$ cat config.mk
export PLATFORM = sky130hd
export DESIGN_NAME = stack_calculator_core
export DESIGN_NICKNAME = d
export VERILOG_FILES = /design/src/hw/rtl/scalc_pkg.sv /design/src/hw/rtl/stack_calculator_core.sv /design/src/hw/rtl/scalc_ctrl.sv /design/src/hw/rtl/scalc_datapath.sv
export SDC_FILE = /design/constraint.sdc
export NUM_CORES = 2
export LEC_CHECK = 0
export ABC_CLOCK_PERIOD_IN_PS = 14100
export CAP_MARGIN = 20
export CORE_MARGIN = 10
export CORE_UTILIZATION = 35
export CTS_CLUSTER_DIAMETER = 100
export DETAILED_ROUTE_END_ITERATION = 8
export DONT_BUFFER_PORTS = 1
export PLACE_DENSITY = 0.55
export SLEW_MARGIN = 20
export SYNTH_ARGS = -nofsm -noshare
export SYNTH_HDL_FRONTEND = slang
export SYNTH_SLANG_ARGS = --single-unit
$ cat constraint.sdc
create_clock -name clock -period 14.1 [get_ports clock]
set_input_delay 1.41 -clock clock [delete_from_list [all_inputs] [get_ports clock]]
set_output_delay 1.41 -clock clock [all_outputs]
set_load 0.02 [all_outputs]
$ cat src/hw/rtl/scalc_pkg.sv
package scalc_pkg;

   typedef enum logic [2:0] {
      OP_PUSH = 3'd0,
      OP_POP  = 3'd1,
      OP_ADD  = 3'd2,
      OP_SUB  = 3'd3,
      OP_MUL  = 3'd4,
      OP_DIV  = 3'd5,
      OP_DUP  = 3'd6,
      OP_SQRT = 3'd7
   } op_type;

   typedef enum logic [2:0] {
      ST_OK      = 3'd0,
      ST_UNDER   = 3'd1,
      ST_OVER    = 3'd2,
      ST_DIVZERO = 3'd3,
      ST_NEGROOT = 3'd4,
      ST_SAT     = 3'd5
   } status_type;

   typedef struct packed {
      logic [2:0]         operation;
      logic signed [31:0] push_value;
   } req_type;

   typedef struct packed {
      logic signed [31:0] top_value;
      logic [4:0]         stack_depth;
      logic [2:0]         status;
   } rsp_type;

   typedef enum logic [3:0] {
      S_IDLE,
      S_RD1,
      S_RD2,
      S_EXEC,
      S_ITER,
      S_WRITE,
      S_RDTOP,
      S_TOPWAIT,
      S_RESP
   } state_type;

   // Controller to datapath. The memory reads entry sp-1 unless rd_next is set.
   typedef struct packed {
      logic capture;   // latch the request
      logic rd_next;   // read entry sp-2
      logic grab_r;    // latch read data as right operand
      logic exec;      // evaluate checks and start the iterative unit
      logic iter;      // one iteration step
      logic commit;    // write result and update the pointer
      logic grab_top;  // latch read data as the reported top
      logic load_rsp;  // load the output register
   } cmd_type;

   // Datapath to controller.
   typedef struct packed {
      logic need_iter; // the operation runs on the iterative unit
      logic iter_done;
      logic rsp_busy;  // output register holds an untaken result
   } sts_type;

   localparam int unsigned DivSteps  = 48;
   localparam int unsigned SqrtSteps = 24;

endpackage

$ cat src/hw/rtl/stack_calculator_core.sv
// Stack calculator core: an RPN calculator on a bounded stack of Q16.16 words.
// Each request transaction carries an operation (push, pop, add, sub, mul,
// div, dup, sqrt) and a push value; every request yields exactly one response
// transaction with the new top, the depth and a status code.
// For sub and div the entry below the top is the left operand. Underflow,
// overflow, divide by zero and a negative root leave the stack unchanged;
// results that leave the 32-bit range saturate and report status saturated.
// Channels use valid/stall; a transaction moves when valid is high and stall
// low. The core handles one request at a time. Sqrt and div run on the
// shared iterative divide / square-root unit, which resolves one result bit
// per cycle; push, pop, dup, add, sub and mul do not use it. req_stall is
// low only while the core waits for a request. The response sits in an
// output register; if the receiver stalls, it holds there and the core
// waits before loading the next one.
// Reset is synchronous and active high; it empties the stack and drops any
// pending response. Stack entries need no clearing, since only entries below
// the pointer are ever used.
module stack_calculator_core
   import scalc_pkg::*;
#(
   parameter int unsigned STACK_DEPTH = 16
) (
   input  logic    clock,
   input  logic    reset,
   input  logic    req_valid,
   output logic    req_stall,
   input  req_type req_data,
   output logic    rsp_valid,
   input  logic    rsp_stall,
   output rsp_type rsp_data
);

   cmd_type cmd;
   sts_type sts;

   scalc_ctrl u_ctrl (
      .clock     (clock),
      .reset     (reset),
      .req_valid (req_valid),
      .req_stall (req_stall),
      .cmd       (cmd),
      .sts       (sts)
   );

   scalc_datapath #(.STACK_DEPTH(STACK_DEPTH)) u_datapath (
      .clock     (clock),
      .reset     (reset),
      .req_data  (req_data),
      .cmd       (cmd),
      .sts       (sts),
      .rsp_valid (rsp_valid),
      .rsp_stall (rsp_stall),
      .rsp_data  (rsp_data)
   );

endmodule

$ cat src/hw/rtl/scalc_ctrl.sv
module scalc_ctrl
   import scalc_pkg::*;
(
   input  logic    clock,
   input  logic    reset,
   input  logic    req_valid,
   output logic    req_stall,
   output cmd_type cmd,
   input  sts_type sts
);

   state_type state_ff, state_in;

   always_ff @(posedge clock) begin
      if (reset) begin
         state_ff <= S_IDLE;
      end else begin
         state_ff <= state_in;
      end
   end

   always_comb begin
      state_in  = state_ff;
      cmd       = '0;
      req_stall = 1'b1;
      case (state_ff)
         S_IDLE: begin
            req_stall = 1'b0;
            if (req_valid) begin
               cmd.capture = 1'b1;
               state_in    = S_RD1;
            end
         end
         S_RD1: begin
            state_in   = S_RD2;
         end
         S_RD2: begin
            cmd.grab_r  = 1'b1;
            cmd.rd_next = 1'b1;
            state_in    = S_EXEC;
         end
         S_EXEC: begin
            cmd.exec   = 1'b1;
            state_in   = S_ITER;
         end
         S_ITER: begin
            if (sts.need_iter && !sts.iter_done) begin
               cmd.iter = 1'b1;
            end else begin
               state_in = S_WRITE;
            end
         end
         S_WRITE: begin
            cmd.commit = 1'b1;
            state_in   = S_RDTOP;
         end
         S_RDTOP: begin
            state_in   = S_TOPWAIT;
         end
         S_TOPWAIT: begin
            cmd.grab_top = 1'b1;
            state_in     = S_RESP;
         end
         S_RESP: begin
            if (!sts.rsp_busy) begin
               cmd.load_rsp = 1'b1;
               state_in     = S_IDLE;
            end
         end
         default: state_in = S_IDLE;
      endcase
   end

endmodule

$ cat src/hw/rtl/scalc_datapath.sv
module scalc_datapath
   import scalc_pkg::*;
#(
   parameter int unsigned STACK_DEPTH = 16
) (
   input  logic    clock,
   input  logic    reset,
   input  req_type req_data,
   input  cmd_type cmd,
   output sts_type sts,
   output logic    rsp_valid,
   input  logic    rsp_stall,
   output rsp_type rsp_data
);

   localparam int unsigned AW = (STACK_DEPTH > 1) ? $clog2(STACK_DEPTH) : 1;
   localparam int unsigned PW = $clog2(STACK_DEPTH + 1);

   logic [31:0] mem [STACK_DEPTH];
   logic [31:0] rd_data_ff;
   logic        wr_en;
   logic [AW-1:0] wr_addr, rd_addr;
   logic [31:0] wr_data;

   logic [PW-1:0] sp_ff, sp_in;
   op_type        op_ff;
   logic [31:0]   pv_ff;
   logic [31:0]   r_ff, top_ff;
   logic [2:0]    status_ff, status_in;
   logic [31:0]   res_ff, res_in;
   logic          iter_ff, iter_in;
   logic [5:0]    cnt_ff, cnt_in;
   logic          neg_ff, neg_in;
   // Divider / square-root shared registers.
   logic [47:0]   quo_ff, quo_in;   // dividend shifted out / root result
   logic [48:0]   rem_ff, rem_in;
   logic [31:0]   dvs_ff, dvs_in;
   logic [47:0]   rad_ff, rad_in;
   logic          rsp_valid_ff;
   rsp_type       rsp_ff;

   logic [PW-1:0] sp_m1, sp_m2;
   assign sp_m1 = sp_ff - PW'(1);
   assign sp_m2 = sp_ff - PW'(2);

   always_comb begin
      rd_addr = AW'(sp_m1);
      if (cmd.rd_next) rd_addr = AW'(sp_m2);
   end

   always_ff @(posedge clock) begin
      if (wr_en) mem[wr_addr] <= wr_data;
      rd_data_ff <= mem[rd_addr];
   end

   // Combinational evaluation at exec: checks, add/sub, mul.
   logic signed [32:0] sum, dif;
   logic [31:0] ml, mr;
   logic [63:0] prod;
   logic        opneg;
   logic [31:0] l_now;
   assign l_now = rd_data_ff;
   assign sum   = $signed({l_now[31], l_now}) + $signed({r_ff[31], r_ff});
   assign dif   = $signed({l_now[31], l_now}) - $signed({r_ff[31], r_ff});
   assign ml    = l_now[31] ? (32'd0 - l_now) : l_now;
   assign mr    = r_ff[31] ? (32'd0 - r_ff) : r_ff;
   assign opneg = l_now[31] ^ r_ff[31];
   assign prod  = ml * mr;

   function automatic logic [32:0] sat_sign(input logic neg, input logic [47:0] mag);
      logic [32:0] o;
      if (neg) begin
         if (mag > 48'h80000000) o = {1'b1, 32'h80000000};
         else o = {1'b0, 32'd0 - mag[31:0]};
      end else begin
         if (mag > 48'h7FFFFFFF) o = {1'b1, 32'h7FFFFFFF};
         else o = {1'b0, mag[31:0]};
      end
      return o;
   endfunction

   logic [32:0] satv;
   logic [48:0] trial;
   logic [49:0] strial;
   logic [49:0] sq_rem_sh;

   always_comb begin
      sp_in     = sp_ff;
      status_in = status_ff;
      res_in    = res_ff;
      iter_in   = iter_ff;
      cnt_in    = cnt_ff;
      neg_in    = neg_ff;
      quo_in    = quo_ff;
      rem_in    = rem_ff;
      dvs_in    = dvs_ff;
      rad_in    = rad_ff;
      wr_en     = 1'b0;
      wr_addr   = AW'(sp_m1);
      wr_data   = res_ff;
      satv      = '0;
      trial     = '0;
      strial    = '0;
      sq_rem_sh = '0;
      if (cmd.exec) begin
         status_in = ST_OK;
         iter_in   = 1'b0;
         cnt_in    = '0;
         neg_in    = opneg;
         case (op_ff)
            OP_PUSH: begin
               if (sp_ff >= PW'(STACK_DEPTH)) status_in = ST_OVER;
               else begin
                  res_in   = pv_ff;
               end
            end
            OP_POP: begin
               if (sp_ff == '0) status_in = ST_UNDER;
            end
            OP_DUP: begin
               if (sp_ff == '0) status_in = ST_UNDER;
               else if (sp_ff >= PW'(STACK_DEPTH)) status_in = ST_OVER;
               else begin
                  res_in   = r_ff;
               end
            end
            OP_SQRT: begin
               if (sp_ff == '0) status_in = ST_UNDER;
               else if (r_ff[31]) status_in = ST_NEGROOT;
               else begin
                  iter_in = 1'b1;
                  rad_in  = {r_ff, 16'd0};
                  rem_in  = '0;
                  quo_in  = '0;
               end
            end
            default: begin
               if (sp_ff < PW'(2)) status_in = ST_UNDER;
               else if (op_ff == OP_ADD || op_ff == OP_SUB) begin
                  satv = (op_ff == OP_ADD) ?
                     ((sum[32] != sum[31]) ? {1'b1, sum[32] ? 32'h80000000 : 32'h7FFFFFFF}
                                           : {1'b0, sum[31:0]}) :
                     ((dif[32] != dif[31]) ? {1'b1, dif[32] ? 32'h80000000 : 32'h7FFFFFFF}
                                           : {1'b0, dif[31:0]});
                  res_in = satv[31:0];
                  if (satv[32]) status_in = ST_SAT;
               end else if (op_ff == OP_MUL) begin
                  satv   = sat_sign(opneg, prod[63:16]);
                  res_in = satv[31:0];
                  if (satv[32]) status_in = ST_SAT;
               end else if (mr == '0) begin
                  status_in = ST_DIVZERO;
               end else begin
                  iter_in = 1'b1;
                  quo_in  = {ml, 16'd0};
                  rem_in  = '0;
                  dvs_in  = mr;
               end
            end
         endcase
      end
      if (cmd.iter) begin
         cnt_in = cnt_ff + 6'd1;
         if (op_ff == OP_DIV) begin
            // Restoring division, one quotient bit per cycle.
            trial = {rem_ff[47:0], quo_ff[47]};
            if (trial >= {17'd0, dvs_ff}) begin
               rem_in = trial - {17'd0, dvs_ff};
               quo_in = {quo_ff[46:0], 1'b1};
            end else begin
               rem_in = trial;
               quo_in = {quo_ff[46:0], 1'b0};
            end
         end else begin
            // Digit-by-digit square root, one result bit per cycle.
            sq_rem_sh = {rem_ff[47:0], rad_ff[47:46]};
            strial    = {quo_ff, 2'b01};
            if (sq_rem_sh >= strial) begin
               rem_in = 49'(sq_rem_sh - strial);
               quo_in = {quo_ff[46:0], 1'b1};
            end else begin
               rem_in = sq_rem_sh[48:0];
               quo_in = {quo_ff[46:0], 1'b0};
            end
            rad_in = {rad_ff[45:0], 2'b00};
         end
      end
      if (cmd.commit) begin
         if (status_ff == ST_OK || status_ff == ST_SAT) begin
            case (op_ff)
               OP_PUSH, OP_DUP: begin
                  wr_en   = 1'b1;
                  wr_addr = AW'(sp_ff);
                  wr_data = res_ff;
                  sp_in   = sp_ff + PW'(1);
               end
               OP_POP: sp_in = sp_m1;
               OP_SQRT: begin
                  wr_en   = 1'b1;
                  wr_addr = AW'(sp_m1);
                  wr_data = quo_ff[31:0];
               end
               OP_DIV: begin
                  satv    = sat_sign(neg_ff, quo_ff);
                  wr_en   = 1'b1;
                  wr_addr = AW'(sp_m2);
                  wr_data = satv[31:0];
                  sp_in   = sp_m1;
                  if (satv[32]) status_in = ST_SAT;
               end
               default: begin
                  wr_en   = 1'b1;
                  wr_addr = AW'(sp_m2);
                  wr_data = res_ff;
                  sp_in   = sp_m1;
               end
            endcase
         end
      end
   end

   always_ff @(posedge clock) begin
      if (reset) begin
         sp_ff        <= '0;
         rsp_valid_ff <= 1'b0;
         iter_ff      <= 1'b0;
         cnt_ff       <= '0;
         status_ff    <= ST_OK;
      end else begin
         sp_ff     <= sp_in;
         iter_ff   <= iter_in;
         cnt_ff    <= cnt_in;
         status_ff <= status_in;
         if (cmd.load_rsp) rsp_valid_ff <= 1'b1;
         else if (!rsp_stall) rsp_valid_ff <= 1'b0;
      end
   end

   always_ff @(posedge clock) begin
      res_ff   <= res_in;
      neg_ff   <= neg_in;
      quo_ff   <= quo_in;
      rem_ff   <= rem_in;
      dvs_ff   <= dvs_in;
      rad_ff   <= rad_in;
      if (cmd.capture) begin
         op_ff <= op_type'(req_data.operation);
         pv_ff <= req_data.push_value;
      end
      if (cmd.grab_r) r_ff <= rd_data_ff;
      if (cmd.grab_top) top_ff <= (sp_ff == '0) ? 32'd0 : rd_data_ff;
      if (cmd.load_rsp) begin
         rsp_ff.top_value   <= top_ff;
         rsp_ff.stack_depth <= 5'(sp_ff);
         rsp_ff.status      <= status_ff;
      end
   end

   assign sts.need_iter = iter_ff;
   assign sts.iter_done = (op_ff == OP_DIV) ? (cnt_ff == 6'(DivSteps))
                                            : (cnt_ff == 6'(SqrtSteps));
   assign sts.rsp_busy  = rsp_valid_ff && rsp_stall;
   assign rsp_valid     = rsp_valid_ff;
   assign rsp_data      = rsp_ff;

   a_sp_range: assert property (@(posedge clock) disable iff (reset)
      sp_ff <= PW'(STACK_DEPTH)) else $error("stack pointer past depth");
   a_sp_only_commit: assert property (@(posedge clock) disable iff (reset)
      !$past(cmd.commit) |-> $stable(sp_ff)) else $error("pointer moved off commit");
   a_rsp_hold: assert property (@(posedge clock) disable iff (reset)
      rsp_valid_ff && rsp_stall |=> rsp_valid_ff) else $error("result dropped");

endmodule
== Yosys cells after proc, flatten, opt, wreduce, memory -nomap -nowiden ==
Memories as Yosys holds them, arrays and structs flattened. A register that Yosys moved wholly into a read port is not among the register bits.
Cells that the tools add are included.

* Bits in registers: 368
* RAM bits: 512
* Input port bits: 39
* Output and inout port bits: 42
* Word-level logic and storage cells: 220
* Memories: 1

{| class="wikitable"
|+ Memories
! name !! depth !! width !! read ports !! clocked after memory_dff !! wr ports !! RTL line !! source
|-
| u_datapath.mem || 16 || 32 || 1 || 1 || 1 || scalc_datapath.sv:19 || <nowiki>logic [31:0] mem [STACK_DEPTH];</nowiki>
|}

* Add/sub/neg operators: 12
* Multiply operators: 1
* $lt $le $gt $ge: 8
* Equal/unequal tests: 35
* Multiplexer cells: 115
* Bitwise operators: 8
* Reductions and logical operators: 21

{| class="wikitable"
|+ Operators by type and width
! kind !! count
|-
| $mux W48 || 25
|-
| $mux W33 || 17
|-
| $mux W32 || 12
|-
| $pmux W48 S2 || 2
|-
| $sub A1 B32 Y32 const A || 4
|-
| $gt A48 B31 Y1 const B || 2
|-
| $gt A48 B32 Y1 const B || 2
|-
| $pmux W32 S3 || 1
|-
| $mul A32 B32 Y64 || 1
|-
| $pmux W32 S2 || 1
|-
| $ge A50 B50 Y1 || 1
|-
| $ge A49 B32 Y1 || 1
|-
| $sub A48 B32 Y48 || 1
|-
| $sub A48 B48 Y48 || 1
|-
| $mux W3 || 13
|-
| $pmux W4 S9 || 1
|-
| $add A32 B32 Y33 || 1
|-
| $sub A32 B32 Y33 || 1
|-
| $logic_not A32 Y1 || 1
|-
| $mux W1 || 28
|-
| $mux W4 || 6
|-
| $ne A3 B3 Y1 const B || 7
|-
| $eq A4 B3 Y1 const B || 4
|-
| $eq A3 B3 Y1 const B || 5
|-
| other kinds (39) || 62
|}

== Longest topological paths before layout ==
* Word-level depth: 21
* Mapped depth: 44
* Mapped depth without buffers: 39

== By module ==
From an unflattened synthesis, not the netlist that was laid out.

* Cell total of the unflattened synthesis: 8108
* Area, all modules: 81156.6 um^2

{| class="wikitable"
|+ Modules (own cells, without submodules)
! module !! instances !! cells each !! area an instance (um^2) !! sequential area each (um^2)
|-
| scalc_datapath || 1 || 8079 || 80891.3 || 26305.2
|-
| scalc_ctrl || 1 || 29 || 265.3 || 80.1
|}

== Worst setup path before layout ==
OpenSTA, ideal clock, no wires.

* Kind: register to register
* From: reg u_datapath.rd_data_ff[10], in the netlist u_datapath.l_now[10] (read register of u_datapath.mem)
* To: reg u_datapath.res_ff[6] (data pin)
* Library setup time: 169 ps
* Data arrival time: 11369 ps
* Data required time: 13931 ps
* Path slack: 2562 ps
* Stages on the path, launching flop included: 39
* Buffers on the path: 5
* Period minus slack after synthesis: 11538 ps
* Path through: dfxtp_1 > clkbuf_1 > or4_1 > nor4_1 > nand2b_1 > or4_1 > or4_1 > o41a_1 > xor2_1 > clkbuf_1 > nand2_1 > fa_1 > inv_1 > fa_1 > inv_1 > fa_1 > fa_1 > inv_1 > [3 not listed] > fa_1 > ha_1 > clkbuf_1 > nand4_1 > nor3_1 > nand2_1 > a211oi_1 > a211oi_1 > a21boi_0 > o22ai_1 > or4_1 > or4_4 > o31a_1 > buf_2 > buf_6 > a211oi_1 > a211oi_1 > o31ai_1

* Cells in the longest elaborated chain, start to end: 15
* Elaborated cells on any way between the ends: 27
* Those cells by class: add/sub: 4; mul: 1; order compare: 2; eq/ne: 2; mux: 18

{| class="wikitable"
|+ RTL lines
! element !! RTL line !! source
|-
| from (decl) || scalc_datapath.sv:20 || <nowiki>logic [31:0] rd_data_ff;</nowiki>
|-
| $sub A1 B32 Y32 || scalc_datapath.sv:65 || <nowiki>assign ml = l_now[31] ? (32'd0 - l_now) : l_now;</nowiki>
|-
| $mux W32 || scalc_datapath.sv:65 ||
|-
| $mul A32 B32 Y64 || scalc_datapath.sv:68 || <nowiki>assign prod = ml * mr;</nowiki>
|-
| $gt A48 B31 Y1 (tied with other cells) || scalc_datapath.sv:76 || <nowiki>if (mag > 48'h7FFFFFFF) o = {1'b1, 32'h7FFFFFFF};</nowiki>
|-
| $mux W33, on equally long branches || scalc_datapath.sv:76, scalc_datapath.sv:73 ||
|-
| $mux W33 || scalc_datapath.sv:72 || <nowiki>if (neg) begin</nowiki>
|-
| $mux W33 || scalc_datapath.sv:147 || <nowiki>end else if (op_ff == OP_MUL) begin</nowiki>
|-
| $mux W33 || scalc_datapath.sv:139 || <nowiki>else if (op_ff == OP_ADD || op_ff == OP_SUB) begin</nowiki>
|-
| $mux W33 || scalc_datapath.sv:138 || <nowiki>if (sp_ff < PW'(2)) status_in = ST_UNDER;</nowiki>
|-
| $mux W33 || scalc_datapath.sv:110 || <nowiki>case (op_ff)</nowiki>
|-
| $mux W33 || scalc_datapath.sv:105 || <nowiki>if (cmd.exec) begin</nowiki>
|-
| $mux W32 || scalc_datapath.sv:147 ||
|-
| $mux W32 (*) || scalc_datapath.sv:139 ||
|-
| $mux W32 (*) || scalc_datapath.sv:138 ||
|-
| $pmux W32 S3 (*) || scalc_datapath.sv:110 ||
|-
| to (signal assigned) || scalc_datapath.sv:240 || <nowiki>res_ff <= res_in;</nowiki>
|-
| to (decl) || scalc_datapath.sv:30 || <nowiki>logic [31:0] res_ff, res_in;</nowiki>
|}

Mark *: on every way between the ends. The rest lies on a longest branch, timed or not. The select of a mux whose other input is x is not followed.
A chain may end at the register's enable or synchronous reset.

== Worst setup path after layout ==
* From: reg u_datapath.rd_data_ff[13], in the netlist u_datapath.l_now[13] (read register of u_datapath.mem)
* To: reg u_datapath.res_ff[10] (data pin)

The elaborated chain is that of the path after synthesis.

==> flow_metrics.py <==
metrics = {
    "status": {
        "status": "finished clean",
    },
    "floorplan": {
        "die_area_um2": 250000,
        "core-area_um2": 228000,
        "die_w_um": 500,
        "start_util_pct": 35.3,
        "ios": 81,
        "rows": 175,
        "die_h_um": 500,
    },
    "timing": {
        "tightest_slew_ns": 1.17,
        "finalCritPeriodShare_pct": 93.2,
        "rsz0062_at_grt": "no",
        "period_minus_slack_ns": 13.14,
        "fmax_ghz": 0.0761,
        "setup_violations": 0,
        "fin_skew_ns": 0.0901,
        "drv_slew": 0,
        "finalHoldViolations": 0,
        "slew_headroom_pct": 21.2,
        "whs_ns": 0.417,
        "fin_tns_setup_ns": 0,
    },
    "yosys": {
        "synth_top_area_share_pct": 30.3,
        "syn-cell-area_um2": 80500,
        "synth_compound_area_share_pct": 10.8,
        "synth_xor_area_share_pct": 2.77,
        "yosysUniqueCellTypes": 93,
        "ys_seq_area_share_pct": 32.8,
        "syn_avg_cell_area_um2": 10.1,
        "synth_fa_ha_area_share_pct": 28.8,
        "ys_async_sr_fraction_pct": 0,
        "synth-edff-count": 812,
        "synth_area_leaders": "edfxtp_1 30%, fa_1 22%, ha_1 6.5%",
        "yosysTopAreaCell": "edfxtp_1",
        "synthMuxAreaShare_pct": 4.48,
        "synth-simple-area-share_pct": 12.9,
        "ys_warn_count": 0,
        "yosys_register_bits": 912,
        "synth_common_cells": "1162 x inv_1, 965 x nand2_1, 898 x fa_1, 812 x edfxtp_1, 754 x nor2_1",
        "synth_ff_type": "edfxtp_1",
        "yosysMostFrequentCell": "inv_1",
        "synth_top_family_by_area": "adder cells",
        "synthesis.nets": 9332,
        "syn-instance-count": 7977,
    },
    "clock_network": {
        "cts_root_buf": "clkbuf_16",
        "postCtsResizedCells": 0,
        "clkTransAtPathRegs_ns": 0.06,
        "cts_setup_buffers": 0,
        "cts_buffers": 95,
        "hold_buffers": 0,
        "cts.sinks": 912,
        "cts_tree": "done",
        "clockBufferDepth": 3,
        "htreeDepth": 3,
        "clk_latency_ns": 0.77,
    },
    "route": {
        "wire_per_inst_um": 27.0,
        "drt_iter0_drc": 7135,
        "routed_wl_mm": 297,
        "vias": 62176,
        "drtPass1Iterations": 8,
        "via_per_inst": 5.65,
        "final_antenna_net_count": 0,
        "drc_errors": 0,
    },
    "critical_path": {
        "path_max_fanout": 17,
        "path_common_cell": "fa_1",
        "crit_required_ns": 14.54,
        "cp-end-kind": "register",
        "r2r_start": "u_datapath.l_now[13]$_DFF_P_",
        "arrival_ns": 13.59,
        "slowest_stage": "fa_1",
        "path_class": "reg -> reg",
        "reg2reg_depth": 39,
        "slowest_delay_ns": 0.63,
        "crit_start": "u_datapath.l_now[13]$_DFF_P_",
        "crit_end": "u_datapath.res_ff[10]$_DFFE_PP_",
        "r2r-end": "u_datapath.res_ff[10]$_DFFE_PP_",
        "startpoint_type": "register",
        "r2r_slack_ns": 0.96,
    },
    "place": {
        "dp.cells": 10814,
        "hpwlAfterDp_mm": 227,
        "gp_congestion": 0.971,
        "io_buffers": 0,
    },
    "finish": {
        "layoutNonFillerInstCount": 11000,
        "synthToLayoutAreaGrowth_pct": 10.2,
        "nFillCells": 22315,
        "nNetsFinal": 9259,
        "drive_above_1_share_pct": 8.72,
        "finish.utilization_pct": 38.9,
    },
    "global_route": {
        "antenna_found_initial": 23,
        "grt_overflow_total": 0,
        "grt.total_usage_pct": 23.4,
        "grt_max_degree": 79,
        "grt_pass1_wl_mm": 436,
        "grt_pass1_vias": 62290,
    },
    "hold_path": {
        "hp-class": "reg -> reg",
    },
    "flow_run": {
        "maxCapViolCount": 0,
    },
}
==> state kept, by name (all words and copies together) (netlist names), 40 cells and up <==
register / cells
u_datapath.quo_ff: 48
u_datapath.mem: 512
u_datapath.rsp_data: 40
u_datapath.rem_ff: 48
u_datapath.rad_ff: 48
==> placed cells by master (no fill, tap or decap), types with 59 or more instances in the layout <==
master / instances
nor2b_1: 94
a211oi_1: 126
o22ai_1: 59
nor2_1: 733
nor3_1: 85
inv_1: 1161
fa_1: 898
o21ai_0: 234
nand2_1: 963
xor2_1: 65
buf_4: 253
a21o_1: 107
mux4_2: 128
mux2i_1: 59
dfxtp_1: 100
a21oi_1: 373
edfxtp_1: 812
nand3_1: 88
clkbuf_16: 98
ha_1: 417
a31oi_1: 84
xnor2_1: 120
==> worst min-delay path by stage <==
| stage | cells after the start | from | slack, ns | endpoint |
|---|---|---|---|---|
| final | 0 | u_datapath.top_ff[7]$_SDFFCE_PP0P_ | 0.42 | u_datapath.rsp_data[15]$_DFFE_PP_ |
| after global routing | 2 | u_datapath.rad_ff[2]$_DFF_P_ | 0.42 | u_datapath.rad_ff[4]$_DFF_P_ |
| after floorplan | 0 | u_datapath.top_ff[2]$_SDFFCE_PP0P_ | 0.40 | u_datapath.rsp_data[10]$_DFFE_PP_ |
| after global placement | 0 | u_datapath.top_ff[28]$_SDFFCE_PP0P_ | 0.40 | u_datapath.rsp_data[36]$_DFFE_PP_ |
| after CTS | 2 | u_datapath.rad_ff[2]$_DFF_P_ | 0.41 | u_datapath.rad_ff[4]$_DFF_P_ |
| after detailed placement | 0 | u_datapath.top_ff[7]$_SDFFCE_PP0P_ | 0.40 | u_datapath.rsp_data[15]$_DFFE_PP_ |
==> layout make-up <==
type | count | area, um2 | share of cell area [%]
Antenna cell | 6 | 15.0 | 0.0169
Tap cell | 3009 | 3760 | 4.25
Multi-Input combinational cell | 5476 | 49000 | 55.3
Clock inverter | 51 | 619 | 0.698
Timing Repair Buffer | 253 | 1900 | 2.14
Clock buffer | 127 | 2590 | 2.93
Sequential cell | 912 | 26400 | 29.8
Inverter | 1166 | 4380 | 4.94
==> cells by family (layout without fill, tap and decap cells) <==
kind of cell / Yosys count / in the layout
AND/OR/NAND/NOR: 2348 / 2348
buffers and inverters: 1589 / 1597
AO/OA/AOI/OAI: 1361 / 1361
adder cells (fa/ha/maj): 1316 / 1316
flip-flops: 912 / 912
XOR/XNOR: 253 / 253
multiplexers: 198 / 198
other: 0 / 6
==> routing by layer <==
layer | GRT usage, % | part of all wire [%] | up-vias
met4 | 6.94 | 3.6 | 14
met3 | 6.05 | 10 | 503
li1 | - | - | 26725
met2 | 35.8 | 44 | 2948
met5 | 0 | 0.031 | -
met1 | 32.5 | 42 | 31986
==> per-stage QoR <==
| stage | cell area [um2] | worst slack, ns |
|---|---|---|
| 2_1_floorplan | 80500 | 2.56 |
| 3_3_place_gp | 85400 | 1.16 |
| 3_5_place_dp | 85400 | 1.10 |
| 4_1_cts | 88600 | 1.04 |
| 5_1_grt | 88700 | 0.441 |
| 6_report | 88700 | 0.959 |
==> worst max-delay path, delay by kind of cell (launching register included) <==
family,cells,cell delay [ns]
adders and majority gates,9,4.27
and+or+nand+nor,10,3.40
xor gates and xnor gates,1,0.38
DFF,1,0.30
buffers and inverters,9,1.36
AOI/OAI and AO/OA,10,3.14
Power is left out: the tool's default activity adds up to more than one toggle a clock period on the data nets, which glitch-free logic cannot reach.
